## src/sv/ngh_pkg.sv

```systemverilog
`default_nettype none
package ngh_pkg;

   // shared multiplier operand and accumulator widths
   localparam int MW = 33;
   localparam int PW = 2 * MW;

   localparam logic [16:0] GAIN_ONE = 17'd65536;

   typedef enum logic [2:0] {
      CSR_OPEN_LEVEL_SQ   = 3'd0,
      CSR_CLOSE_LEVEL_SQ  = 3'd1,
      CSR_HOLD_SAMPLES    = 3'd2,
      CSR_GAIN_ATTACK     = 3'd3,
      CSR_GAIN_RELEASE    = 3'd4,
      CSR_FLOOR_GAIN      = 3'd5,
      CSR_PEAK_ATTACK     = 3'd6,
      CSR_PEAK_RELEASE    = 3'd7
   } csr_index_type;

   localparam logic [1:0] GATE_CLOSED = 2'd0;
   localparam logic [1:0] GATE_OPEN   = 2'd1;
   localparam logic [1:0] GATE_HOLD   = 2'd2;

   typedef struct packed {
      logic                 restart;
      logic signed [MW-1:0] op_a;
      logic signed [MW-1:0] op_b;
      logic signed [PW-1:0] bias;
   } mac_req_type;

endpackage
`default_nettype wire

```

## src/sv/ngh_mac.sv

```systemverilog
`default_nettype none
module ngh_mac (
   input  logic                          clock,
   input  ngh_pkg::mac_req_type          mac_req,
   output logic signed [ngh_pkg::PW-1:0] mac_sum
);
   import ngh_pkg::*;

   logic signed [PW-1:0] acc_ff;
   logic signed [PW-1:0] prod;
   logic signed [PW-1:0] base;

   assign prod    = PW'(mac_req.op_a) * PW'(mac_req.op_b);
   assign base    = mac_req.restart ? mac_req.bias : acc_ff;
   assign mac_sum = base + prod;

   always_ff @(posedge clock) begin
      acc_ff <= mac_sum;
   end

endmodule
`default_nettype wire

```

## src/sv/noise_gate_hold_hysteresis_top.sv

```systemverilog
// Stereo noise gate with peak / mean-square detector, hold and hysteresis.
// req_ channel: one request carries a stereo audio frame and its filtered
// sidechain pair. rsp_ channel: one response per request with both gated
// samples, the smoothed gain and the gate mode after that frame.
// csr_ port: register writes, accepted at any time; write only while no
// request is in flight.
// The response is registered once the sequencer has run all its steps.
// A request is taken only while idle. All multiplies go through one
// shared 33x33 multiply-accumulate unit, one product per cycle, and the
// sequencer walks peak, square, mean square, level, gate, gain and the two
// output products in turn.
// A finished response sits in the output register; the next request is
// already accepted meanwhile. If the receiver still stalls when the next
// response is ready, the sequencer waits in its last step until the output
// register frees up.
// Reset (synchronous) loads the register defaults, clears the detector,
// closes the gate and sets the gain to unity; no response is pending.
`default_nettype none
module noise_gate_hold_hysteresis_top #(
   parameter int SAMPLE_BITS = 24,
   parameter int COEFF_BITS  = 16,
   parameter int RMS_COEFF   = 32632
) (
   input  logic                                    clock,
   input  logic                                    reset,
   input  logic                                    req_tvalid,
   output logic                                    req_tready,
   // audio_left, audio_right, side_left, side_right
   input  logic [((4*SAMPLE_BITS+7)/8)*8-1:0]       req_tdata,
   output logic                                    rsp_tvalid,
   input  logic                                    rsp_tready,
   // gated_left, gated_right, gain_now, gate_mode
   output logic [((2*SAMPLE_BITS+19+7)/8)*8-1:0]    rsp_tdata,
   input  logic                                    csr_we,
   input  logic [2:0]                              csr_index,
   input  logic [31:0]                             csr_wdata
);
   import ngh_pkg::*;

   localparam int SB      = SAMPLE_BITS;
   localparam int PKW     = SB - 1;
   localparam int RSP_W   = ((2*SB+19+7)/8)*8;
   localparam int RSP_PAD = RSP_W - (2*SB + 19);
   localparam int SQ_RSH  = (2*SB - 34) > 0 ? (2*SB - 34) : 0;
   localparam int SQ_LSH  = (34 - 2*SB) > 0 ? (34 - 2*SB) : 0;
   localparam int CUSE    = COEFF_BITS < 16 ? COEFF_BITS : 16;

   localparam logic signed [MW-1:0] CONE_M =
      {{(MW-COEFF_BITS-1){1'b0}}, 1'b1, {COEFF_BITS{1'b0}}};
   localparam logic signed [PW-1:0] CHALF =
      {{(PW-COEFF_BITS){1'b0}}, 1'b1, {(COEFF_BITS-1){1'b0}}};
   localparam logic signed [MW-1:0] RMS_A = MW'(RMS_COEFF);
   localparam logic signed [MW-1:0] RMS_B = MW'(32768 - RMS_COEFF);
   localparam logic signed [PW-1:0] RMS_HALF  = PW'(16384);
   localparam logic signed [PW-1:0] OUT_HALF  = PW'(32768);
   localparam logic signed [PW-1:0] SMAX_W    = {{(PW-SB+1){1'b0}}, {(SB-1){1'b1}}};
   localparam logic signed [PW-1:0] SMIN_W    = -SMAX_W - PW'(1);

   typedef enum logic [3:0] {
      ST_IDLE, ST_PEAK0, ST_PEAK1, ST_SQ, ST_MS0, ST_MS1, ST_PK2,
      ST_GATE, ST_G0, ST_G1, ST_OUTL, ST_OUTR
   } state_type;

   function automatic logic [31:0] to_q32(input logic signed [PW-1:0] v);
      logic [PW-1:0] s;
      s = (PW'($unsigned(v)) >> SQ_RSH) << SQ_LSH;
      return (|s[PW-1:32]) ? 32'hFFFF_FFFF : s[31:0];
   endfunction

   function automatic logic [SB-1:0] sat_sample(input logic signed [PW-1:0] v);
      logic signed [PW-1:0] t;
      t = v >>> 16;
      if (t > SMAX_W) begin
         t = SMAX_W;
      end else if (t < SMIN_W) begin
         t = SMIN_W;
      end
      return t[SB-1:0];
   endfunction

   // registers
   logic [31:0] open_sq_ff, close_sq_ff;
   logic [16:0] hold_samples_ff, floor_ff;
   logic [15:0] g_att_ff, g_rel_ff, p_att_ff, p_rel_ff;

   state_type   state_ff;
   logic [PKW-1:0] peak_ff, rect_ff;
   logic [31:0] ms_ff, sq_ff, level_ff;
   logic [1:0]  phase_ff;
   logic [16:0] hold_ff, gain_ff, target_ff;
   logic        gup_ff;
   logic [SB-1:0] al_ff, ar_ff, gl_ff;
   logic        rsp_valid_ff;
   logic [SB-1:0] rsp_gl_ff, rsp_gr_ff;
   logic [16:0] rsp_gain_ff;
   logic [1:0]  rsp_mode_ff;

   // next values
   logic [PKW-1:0] rect_in, peak_in;
   logic [31:0] sq_in, ms_in, level_in;
   logic [1:0]  phase_in;
   logic [16:0] hold_in, target_in, gain_in;
   logic        gup_in;
   logic [SB-1:0] gl_in, gr_in;

   logic signed [SB:0] side_sum;
   logic [SB:0]        side_mag;
   logic [31:0]        pk2;
   logic signed [PW-1:0] t_ms, t_gain;
   logic [16:0]        floor_lim;
   logic [MW-1:0]      c_peak, c_gain;
   logic               req_fire, out_free;

   mac_req_type          mac_req;
   logic signed [PW-1:0] mac_sum;

   ngh_mac u_mac (
      .clock   (clock),
      .mac_req (mac_req),
      .mac_sum (mac_sum)
   );

   assign req_tready = (state_ff == ST_IDLE);
   assign req_fire   = req_tvalid && req_tready;
   assign out_free   = !rsp_valid_ff || rsp_tready;

   assign rsp_tvalid = rsp_valid_ff;
   assign rsp_tdata  = {{RSP_PAD{1'b0}}, rsp_mode_ff, rsp_gain_ff, rsp_gr_ff, rsp_gl_ff};

   // rectified sidechain mean
   always_comb begin
      side_sum = $signed({req_tdata[3*SB-1], req_tdata[3*SB-1:2*SB]})
               + $signed({req_tdata[4*SB-1], req_tdata[4*SB-1:3*SB]});
      side_mag = side_sum[SB] ? (SB+1)'(-side_sum) : $unsigned(side_sum);
      rect_in  = side_mag[SB] ? {PKW{1'b1}} : side_mag[SB-1:1];
   end

   assign c_peak = (rect_ff > peak_ff) ? MW'(p_att_ff[CUSE-1:0]) : MW'(p_rel_ff[CUSE-1:0]);
   assign c_gain = gup_ff ? MW'(g_att_ff[CUSE-1:0]) : MW'(g_rel_ff[CUSE-1:0]);

   // shared unit operand select
   always_comb begin
      mac_req.restart = 1'b1;
      mac_req.op_a    = '0;
      mac_req.op_b    = '0;
      mac_req.bias    = '0;
      case (state_ff)
         ST_PEAK0: begin
            mac_req.op_a = $signed(c_peak);
            mac_req.op_b = $signed(MW'(peak_ff));
            mac_req.bias = CHALF;
         end
         ST_PEAK1: begin
            mac_req.restart = 1'b0;
            mac_req.op_a    = CONE_M - $signed(c_peak);
            mac_req.op_b    = $signed(MW'(rect_ff));
         end
         ST_SQ: begin
            mac_req.op_a = $signed(MW'(rect_ff));
            mac_req.op_b = $signed(MW'(rect_ff));
         end
         ST_MS0: begin
            mac_req.op_a = RMS_A;
            mac_req.op_b = $signed(MW'(ms_ff));
            mac_req.bias = RMS_HALF;
         end
         ST_MS1: begin
            mac_req.restart = 1'b0;
            mac_req.op_a    = RMS_B;
            mac_req.op_b    = $signed(MW'(sq_ff));
         end
         ST_PK2: begin
            mac_req.op_a = $signed(MW'(peak_ff));
            mac_req.op_b = $signed(MW'(peak_ff));
         end
         ST_G0: begin
            mac_req.op_a = $signed(c_gain);
            mac_req.op_b = $signed(MW'(gain_ff));
            mac_req.bias = CHALF;
         end
         ST_G1: begin
            mac_req.restart = 1'b0;
            mac_req.op_a    = CONE_M - $signed(c_gain);
            mac_req.op_b    = $signed(MW'(target_ff));
         end
         ST_OUTL: begin
            mac_req.op_a = $signed({{(MW-SB){al_ff[SB-1]}}, al_ff});
            mac_req.op_b = $signed(MW'(gain_ff));
            mac_req.bias = OUT_HALF;
         end
         ST_OUTR: begin
            mac_req.op_a = $signed({{(MW-SB){ar_ff[SB-1]}}, ar_ff});
            mac_req.op_b = $signed(MW'(gain_ff));
            mac_req.bias = OUT_HALF;
         end
         default: begin
            mac_req.restart = 1'b1;
         end
      endcase
   end

   // step results
   always_comb begin
      peak_in  = PKW'(mac_sum >>> COEFF_BITS);
      sq_in    = to_q32(mac_sum);
      t_ms     = mac_sum >>> 15;
      ms_in    = (|t_ms[PW-1:32]) ? 32'hFFFF_FFFF : t_ms[31:0];
      pk2      = to_q32(mac_sum);
      level_in = (pk2 > ms_ff) ? pk2 : ms_ff;
      t_gain   = mac_sum >>> COEFF_BITS;
      gain_in  = (t_gain > $signed(PW'(GAIN_ONE))) ? GAIN_ONE : t_gain[16:0];
      gl_in    = sat_sample(mac_sum);
      gr_in    = sat_sample(mac_sum);
   end

   // gate phase, hold count and gain target
   always_comb begin
      phase_in = phase_ff;
      hold_in  = hold_ff;
      case (phase_ff)
         GATE_OPEN: begin
            if (level_ff < close_sq_ff) begin
               phase_in = GATE_HOLD;
               hold_in  = hold_samples_ff;
            end
         end
         GATE_HOLD: begin
            if (level_ff > open_sq_ff) begin
               phase_in = GATE_OPEN;
            end else if (hold_ff <= 17'd1) begin
               phase_in = GATE_CLOSED;
               hold_in  = '0;
            end else begin
               hold_in = hold_ff - 17'd1;
            end
         end
         default: begin
            phase_in = (level_ff > open_sq_ff) ? GATE_OPEN : GATE_CLOSED;
         end
      endcase
      floor_lim = (floor_ff > GAIN_ONE) ? GAIN_ONE : floor_ff;
      target_in = (phase_in == GATE_CLOSED) ? floor_lim : GAIN_ONE;
      gup_in    = target_in > gain_ff;
   end

   always_ff @(posedge clock) begin
      if (reset) begin
         open_sq_ff      <= 32'd135812;
         close_sq_ff     <= 32'd54067;
         hold_samples_ff <= 17'd1920;
         g_att_ff        <= 16'd62861;
         g_rel_ff        <= 16'd65525;
         floor_ff        <= 17'd66;
         p_att_ff        <= 16'd53208;
         p_rel_ff        <= 16'd65400;
         state_ff        <= ST_IDLE;
         peak_ff         <= '0;
         ms_ff           <= '0;
         phase_ff        <= GATE_CLOSED;
         hold_ff         <= '0;
         gain_ff         <= GAIN_ONE;
         rsp_valid_ff    <= 1'b0;
      end else begin
         if (csr_we) begin
            case (csr_index)
               CSR_OPEN_LEVEL_SQ:  open_sq_ff      <= csr_wdata;
               CSR_CLOSE_LEVEL_SQ: close_sq_ff     <= csr_wdata;
               CSR_HOLD_SAMPLES:   hold_samples_ff <= csr_wdata[16:0];
               CSR_GAIN_ATTACK:    g_att_ff        <= csr_wdata[15:0];
               CSR_GAIN_RELEASE:   g_rel_ff        <= csr_wdata[15:0];
               CSR_FLOOR_GAIN:     floor_ff        <= csr_wdata[16:0];
               CSR_PEAK_ATTACK:    p_att_ff        <= csr_wdata[15:0];
               CSR_PEAK_RELEASE:   p_rel_ff        <= csr_wdata[15:0];
               default: ;
            endcase
         end
         if (rsp_valid_ff && rsp_tready && state_ff != ST_OUTR) begin
            rsp_valid_ff <= 1'b0;
         end
         case (state_ff)
            ST_IDLE: begin
               if (req_fire) begin
                  rect_ff  <= rect_in;
                  al_ff    <= req_tdata[SB-1:0];
                  ar_ff    <= req_tdata[2*SB-1:SB];
                  state_ff <= ST_PEAK0;
               end
            end
            ST_PEAK0: state_ff <= ST_PEAK1;
            ST_PEAK1: begin
               peak_ff  <= peak_in;
               state_ff <= ST_SQ;
            end
            ST_SQ: begin
               sq_ff    <= sq_in;
               state_ff <= ST_MS0;
            end
            ST_MS0: state_ff <= ST_MS1;
            ST_MS1: begin
               ms_ff    <= ms_in;
               state_ff <= ST_PK2;
            end
            ST_PK2: begin
               level_ff <= level_in;
               state_ff <= ST_GATE;
            end
            ST_GATE: begin
               phase_ff  <= phase_in;
               hold_ff   <= hold_in;
               target_ff <= target_in;
               gup_ff    <= gup_in;
               state_ff  <= ST_G0;
            end
            ST_G0: state_ff <= ST_G1;
            ST_G1: begin
               gain_ff  <= gain_in;
               state_ff <= ST_OUTL;
            end
            ST_OUTL: begin
               gl_ff    <= gl_in;
               state_ff <= ST_OUTR;
            end
            ST_OUTR: begin
               // output register is free or drains this cycle
               if (out_free) begin
                  rsp_gl_ff    <= gl_ff;
                  rsp_gr_ff    <= gr_in;
                  rsp_gain_ff  <= gain_ff;
                  rsp_mode_ff  <= phase_ff;
                  rsp_valid_ff <= 1'b1;
                  state_ff     <= ST_IDLE;
               end
            end
            default: state_ff <= ST_IDLE;
         endcase
      end
   end

endmodule
`default_nettype wire
```

## config.mk

```make
export PLATFORM = sky130hd
export DESIGN_NAME = noise_gate_hold_hysteresis_top
export DESIGN_NICKNAME = d
export VERILOG_FILES = /design/src/sv/ngh_pkg.sv /design/src/sv/ngh_mac.sv /design/src/sv/noise_gate_hold_hysteresis_top.sv
export SDC_FILE = /design/constraint.sdc
export NUM_CORES = 2
export LEC_CHECK = 0
export ABC_AREA = 0
export CAP_MARGIN = 20
export CORE_MARGIN = 4
export CORE_UTILIZATION = 60
export CTS_BUF_LIST = sky130_fd_sc_hd__clkbuf_8
export DETAILED_ROUTE_END_ITERATION = 10
export DONT_BUFFER_PORTS = 1
export HOLD_SLACK_MARGIN = 0.08
export MAX_ROUTING_LAYER = met4
export PLACE_DENSITY = 0.76
export SLEW_MARGIN = 0
export SYNTH_ARGS = -nofsm -noshare
export SYNTH_HDL_FRONTEND = slang
export SYNTH_SLANG_ARGS = --single-unit
```

## constraint.sdc

```tcl
create_clock -name clock -period 16.15 [get_ports clock]
set_input_delay 2.4225 -clock clock [delete_from_list [all_inputs] [get_ports clock]]
set_output_delay 2.4225 -clock clock [all_outputs]
set_load 0.005 [all_outputs]
```

# [Word level (Yosys, flattened, before mapping)]
# Index checks and enable logic that the tools add are counted.
[totals] regBits=568 in_bits=136 elab_cells=129 output_inout_bits=74
[classes] n_eq_ne=25 addsub=6 multipliers=1 reduce_logical=29 mux=29 order_cmp=10 bitwise=1
[op_table] cell="66-bit one-hot mux with 10 select lines" count=1
[op_table] cell="17-bit two-way mux" count=6
[op_table] cell="32-bit two-way mux" count=3
[op_table] cell="66-bit adder" count=1
[op_table] cell="33-bit by 33-bit multiplier with 66-bit output" count=1
[op_table] cell="66-bit two-way mux" count=1
[op_table] cell="32-bit > comparator" count=2
[op_table] cell="50-bit by 18-bit > comparator with 1-bit output (second input constant)" count=1
[op_table] cell="50-bit by 24-bit > comparator with 1-bit output (second input constant)" count=1
[op_table] cell="50-bit by 24-bit less-than comparator with 1-bit output (second input constant)" count=1
[op_table] cell="24-bit two-way mux" count=2
[op_table] cell="4-bit one-hot mux with 12 select lines" count=1
[op_table] cell="17-bit by 16-bit subtractor with 18-bit output (first input constant)" count=2
[op_table] cell="17-bit one-hot mux with 2 select lines" count=1
[op_table] cell="32-bit less-than comparator" count=1
[op_table] cell="16-bit two-way mux" count=2
[op_table] cell="16-bit one-hot mux with 2 select lines" count=1
[op_table] cell="2-bit AND reduction" count=13
[op_table] cell="24-bit by 24-bit adder with 25-bit output" count=1
[op_table] cell="25-bit two-way mux" count=1
[op_table] cell="25-bit negation" count=1
[op_table] cell="23-bit > comparator" count=1
[op_table] cell="20-bit OR reduction" count=1
[op_table] cell="19-bit OR reduction" count=1
[op_table] cell="32 further kinds" count=54

# [Longest topological paths before layout]
[depth] ltp_word=10 depth_mapped=61 depth_no_buf=56

# [Modules after synthesis]
# A second synthesis with hierarchy kept.
[hier_totals] cells_unflattened=7456 area_unflattened_um2=70239.9
[modules_own_cells] mod="ngh_mac" cells_per_inst=4709 seq_area_each_um2=1321.3 n_inst=1 area_per_inst_um2=43924.6
[modules_own_cells] mod="noise_gate_hold_hysteresis_top" cells_per_inst=2747 seq_area_each_um2=12492.0 n_inst=1 area_per_inst_um2=26315.2

# [Worst setup path after synthesis]
# No wires, ideal clock.
[synth_timing] path_kind="reg-to-reg" start="register rect_ff[18]" end="register level_ff[10], data pin" t_required_ns=15.890 path_buffers=5 synth_period_minus_slack_ns=14.690 t_arrival_ns=14.430 setup_ns=0.260 path_stages_with_launch=53 setup_slack_ns=1.460 cell_sequence="edfxtp_1 ha_1 nand3_1 or4_1 o221a_2 a21oi_1 buf_2 mux2i_1 a21oi_1 inv_1 ha_1 o21ai_1 nor2_1 a41oi_1 clkbuf_1 nor2_1 fa_1 inv_1 [... 17 more ...] xor2_1 o21ai_0 or4_1 nor4_4 buf_6 nand3_1 ha_1 a21o_1 a21o_1 a21o_1 a21o_1 a21o_1 a21o_1 a21oi_1 o31ai_1 o21ai_1 clkbuf_1 mux2_2"
[synth_via] elab_chain_len=10
[synth_lines] element="from (decl)" line_no="noise_gate_hold_hysteresis_top.sv:87" source="logic [PKW-1:0] peak_ff, rect_ff;"
[synth_lines] element="from (signal assigned)" line_no="noise_gate_hold_hysteresis_top.sv:283" source="rect_ff <= rect_in;"
[synth_lines] element="23-bit > comparator" line_no="noise_gate_hold_hysteresis_top.sv:138" source="assign c_peak = (rect_ff > peak_ff) ? MW'(p_att_ff[CUSE-1:0]) : MW'(p_rel_ff[CUSE-1:0]);"
[synth_lines] element="16-bit two-way mux" line_no="noise_gate_hold_hysteresis_top.sv:138"
[synth_lines] element="17-bit by 16-bit subtractor with 18-bit output" line_no="noise_gate_hold_hysteresis_top.sv:155" source="mac_req.op_a = CONE_M - $signed(c_peak);"
[synth_lines] element="66-bit one-hot mux with 10 select lines *" line_no="noise_gate_hold_hysteresis_top.sv:147" source="case (state_ff)"
[synth_lines] element="33-bit by 33-bit multiplier with 66-bit output *" line_no="ngh_mac.sv:13" source="assign prod = PW'(mac_req.op_a) * PW'(mac_req.op_b);"
[synth_lines] element="66-bit adder *" line_no="ngh_mac.sv:15" source="assign mac_sum = base + prod;"
[synth_lines] element="20-bit OR reduction" line_no="noise_gate_hold_hysteresis_top.sv:67" source="return (|s[PW-1:32]) ? 32'hFFFF_FFFF : s[31:0];"
[synth_lines] element="32-bit two-way mux *" line_no="noise_gate_hold_hysteresis_top.sv:67"
[synth_lines] element="net pk2[17]" line_no="noise_gate_hold_hysteresis_top.sv:108" source="logic [31:0] pk2;"
[synth_lines] element="32-bit > comparator *" line_no="noise_gate_hold_hysteresis_top.sv:209" source="level_in = (pk2 > ms_ff) ? pk2 : ms_ff;"
[synth_lines] element="32-bit two-way mux *" line_no="noise_gate_hold_hysteresis_top.sv:209"
[synth_lines] element="net level_in[10]" line_no="noise_gate_hold_hysteresis_top.sv:100" source="logic [31:0] sq_in, ms_in, level_in;"
[synth_lines] element="to (signal assigned)" line_no="noise_gate_hold_hysteresis_top.sv:304" source="level_ff <= level_in;"
[synth_lines] element="to (decl)" line_no="noise_gate_hold_hysteresis_top.sv:88" source="logic [31:0] ms_ff, sq_ff, level_ff;"
# Mark *: on every way through the listed nets, which the timed path passes. The rest lies on a longest branch.
# A chain may end at the register's enable or synchronous reset.

# [Final worst setup path]
[layout_timing] start="register peak_ff[17]" end="register level_ff[15], data pin"
[layout_via] elab_chain_len=10
[layout_lines] element="from (decl)" line_no="noise_gate_hold_hysteresis_top.sv:87"
[layout_lines] element="from (signal assigned)" line_no="noise_gate_hold_hysteresis_top.sv:291" source="peak_ff <= peak_in;"
[layout_lines] element="23-bit > comparator" line_no="noise_gate_hold_hysteresis_top.sv:138"
[layout_lines] element="16-bit two-way mux" line_no="noise_gate_hold_hysteresis_top.sv:138"
[layout_lines] element="17-bit by 16-bit subtractor with 18-bit output" line_no="noise_gate_hold_hysteresis_top.sv:155"
[layout_lines] element="66-bit one-hot mux with 10 select lines *" line_no="noise_gate_hold_hysteresis_top.sv:147"
[layout_lines] element="33-bit by 33-bit multiplier with 66-bit output *" line_no="ngh_mac.sv:13"
[layout_lines] element="66-bit adder *" line_no="ngh_mac.sv:15"
[layout_lines] element="20-bit OR reduction" line_no="noise_gate_hold_hysteresis_top.sv:67"
[layout_lines] element="32-bit two-way mux *" line_no="noise_gate_hold_hysteresis_top.sv:67"
[layout_lines] element="net pk2[1]" line_no="noise_gate_hold_hysteresis_top.sv:108"
[layout_lines] element="32-bit > comparator *" line_no="noise_gate_hold_hysteresis_top.sv:209"
[layout_lines] element="32-bit two-way mux *" line_no="noise_gate_hold_hysteresis_top.sv:209"
[layout_lines] element="net level_in[15]" line_no="noise_gate_hold_hysteresis_top.sv:100"
# Marks and branches as above.

==> run summary <==
Status: completed
Max_cap viols: 0
Final setup viols: 0
Critical Path RT: 16630 ps
WL/cell: 27.71 um
Longest individual stage delay on the worst path: 660 ps
Worst Skew: 96.52 ps
Critical path type: reg2reg
Worst hold path type: reg2reg
CP Max Fanout: 25
CTS Sinks: 568
Post-Layout Cell Count: 8334
Layout cell share with drive strength beyond 1: 7.432%
Ys async rst share: 0%
Crit path launch type: flip-flop
Most frequent cell after synthesis: inv_1
CTS Hold Bufs: 0
Arrival @ worst endpoint: 16100 ps
Std cell rows: 117
Clk_lat worst skew: 790 ps
Fmax: 64.02 MHz
Actual slew at the worst max-slew pin: 1227 ps
Number of flops mapped to enable cells by yosys: 244
Synth unique cells: 86
# H-tree levels: 3
Core Box Area: 102500 sq um
Prevailing post-synth register cell: dfxtp_1
Most area-hungry cell type in the Yosys netlist: fa_1
Vias: 52790
Placed Cells: 8139
Slew Limit Headroom: 17.95%
Initial antenna violation count: 10
Grt ovf: 0
Clk pin slew, worst setup/hold paths: 60 ps
RSZ-0062 raised after global routing: no
Instance count of the mapped netlist: 6784
Max Transition Viols Final: 0
Min Hold Slack: 416.7 ps
Input/output buffers: 0
DRT antenna net count: 0
Residual DRC count: 0
Routed WL: 231000 um
Avg Vias per Cell: 6.334
Vias in the first global route: 52530
#FFs+latches synth: 568
Period utilisation layout: 96.72%
Avg Cell Area, Syn: 9.189 sq um
DRT Pass-1 Iters: 10
Die height: 330.3 um
Initial Utilization: 60.84%
CP max stage cell: or4b_1
Initial drt markers: 6470
Largest cells by area after synthesis: fa_1, edfxtp_1, dfxtp_1
Setup Fix Bufs, Post-CTS: 0
Synth Cell Area: 62340 sq um
Post-synth top cells: inv_1, fa_1, nand2_1
Placement Setup Slack: 723.6 ps
P&R area growth vs syn: 7.685%
Die area: 109100 sq um
Final hold viol count: 0
I/O pin cnt: 210
Layout Nets: 8303
Post-route setup slack: 529.4 ps
Total GRT Usage: 43.95%
Deepest clock path buffer count: 3
CTS tree: yes
Die X: 330.3 um
Setup Total Neg Slack: 0 ps
Min Tclk post-route: 15620 ps
TritonCTS Buffers: 97
CTS root buffer: clkbuf_8
Sequential fraction of the synthesis area: 22.16%
Crit end category: flip-flop
Detailed Place HPWL: 183700 um
Post_cts resized: 0
Yosys synthesis warning count: 0
First-pass GRT wire length: 341700 um
Synth top area share: 29.96%
Pin count of the biggest net entering global routing: 250
Final GP Congestion: 1.109
==> flip-flops by register name, indices dropped and copies added (netlist names), 23 cells and up <==
name          count
u_mac.acc_ff     66
close_sq_ff      32
level_ff         32
ms_ff            32
open_sq_ff       32
sq_ff            32
al_ff            24
ar_ff            24
gl_ff            24
rsp_gl_ff        24
rsp_gr_ff        24
peak_ff          23
rect_ff          23
==> critical path: cells and delay by family (launching register included) <==
| family | cells | cell delay [ps] |
|---|---|---|
| muxes | 3 | 950 |
| DFF | 1 | 370 |
| adders and majority gates | 12 | 5500 |
| AOI/OAI and AO/OA | 17 | 3980 |
| and+or+nand+nor | 10 | 2860 |
| buffers and inverters | 13 | 1630 |
==> final cells by class <==
cell class / instances / area [sq um]
inverter: 1248 / 4684
multi-input combinational: 4723 / 43080
clock buffer: 103 / 1418
timing repair buffer: 235 / 1887
clock inverter: 79 / 514.2
sequential: 568 / 13820
fill: 8448 / 35340
tap: 1368 / 1712
antenna: 10 / 25.02
==> layout by cell type, fill, tap and decap left out, types with 137 or more instances in the layout <==
cell type  instances
buf_4            224
nand2_1          806
dfxtp_1          322
ha_1             361
inv_1           1278
edfxtp_1         244
a21oi_1          341
o21ai_0          137
nor2_1           356
fa_1             932
==> worst paths after layout <==
path / startpoint / endpoint / slack (ps) / cells past startpoint
setup / recovery: peak_ff[17] / level_ff[15] / 530 / 55
hold / removal: gl_ff[22] / rsp_gl_ff[22] / 420 / 0
setup reg to reg: peak_ff[17] / level_ff[15] / 530 / 55
hold reg to reg: gl_ff[22] / rsp_gl_ff[22] / 420 / 0
==> per-stage QoR <==
step	instance area, sq um	util, %
5_1_grt	67130	65.51
2_1_floorplan	62840	-
3_3_place_gp	65060	63.49
6_report	67130	65.51
4_1_cts	67020	65.41
3_5_place_dp	65090	63.52
==> routing by layer <==
metal	part of all wire (%)	wire length, um	vias up	global-route usage, %
met4	6.4	14830	0	21.24
met5	0	0	-	-
li1	-	-	22490	-
met2	43	99970	3386	64.32
met3	13	30420	769	13.56
met1	37	85750	26140	55.88
==> cells by family after synthesis <==
group	Yosys count	share of synthesized area, %
fa+ha+maj	1294	37.21
xor+xnor	108	1.517
simple gates	1841	13.86
other cells	2	0.01205
compound gates	1250	13.65
flops	568	22.16
buf+inv	1625	9.967
mux	96	1.630
Power is left out: the tool's default activity adds up to more than one toggle a clock period on the data nets, which glitch-free logic cannot reach.
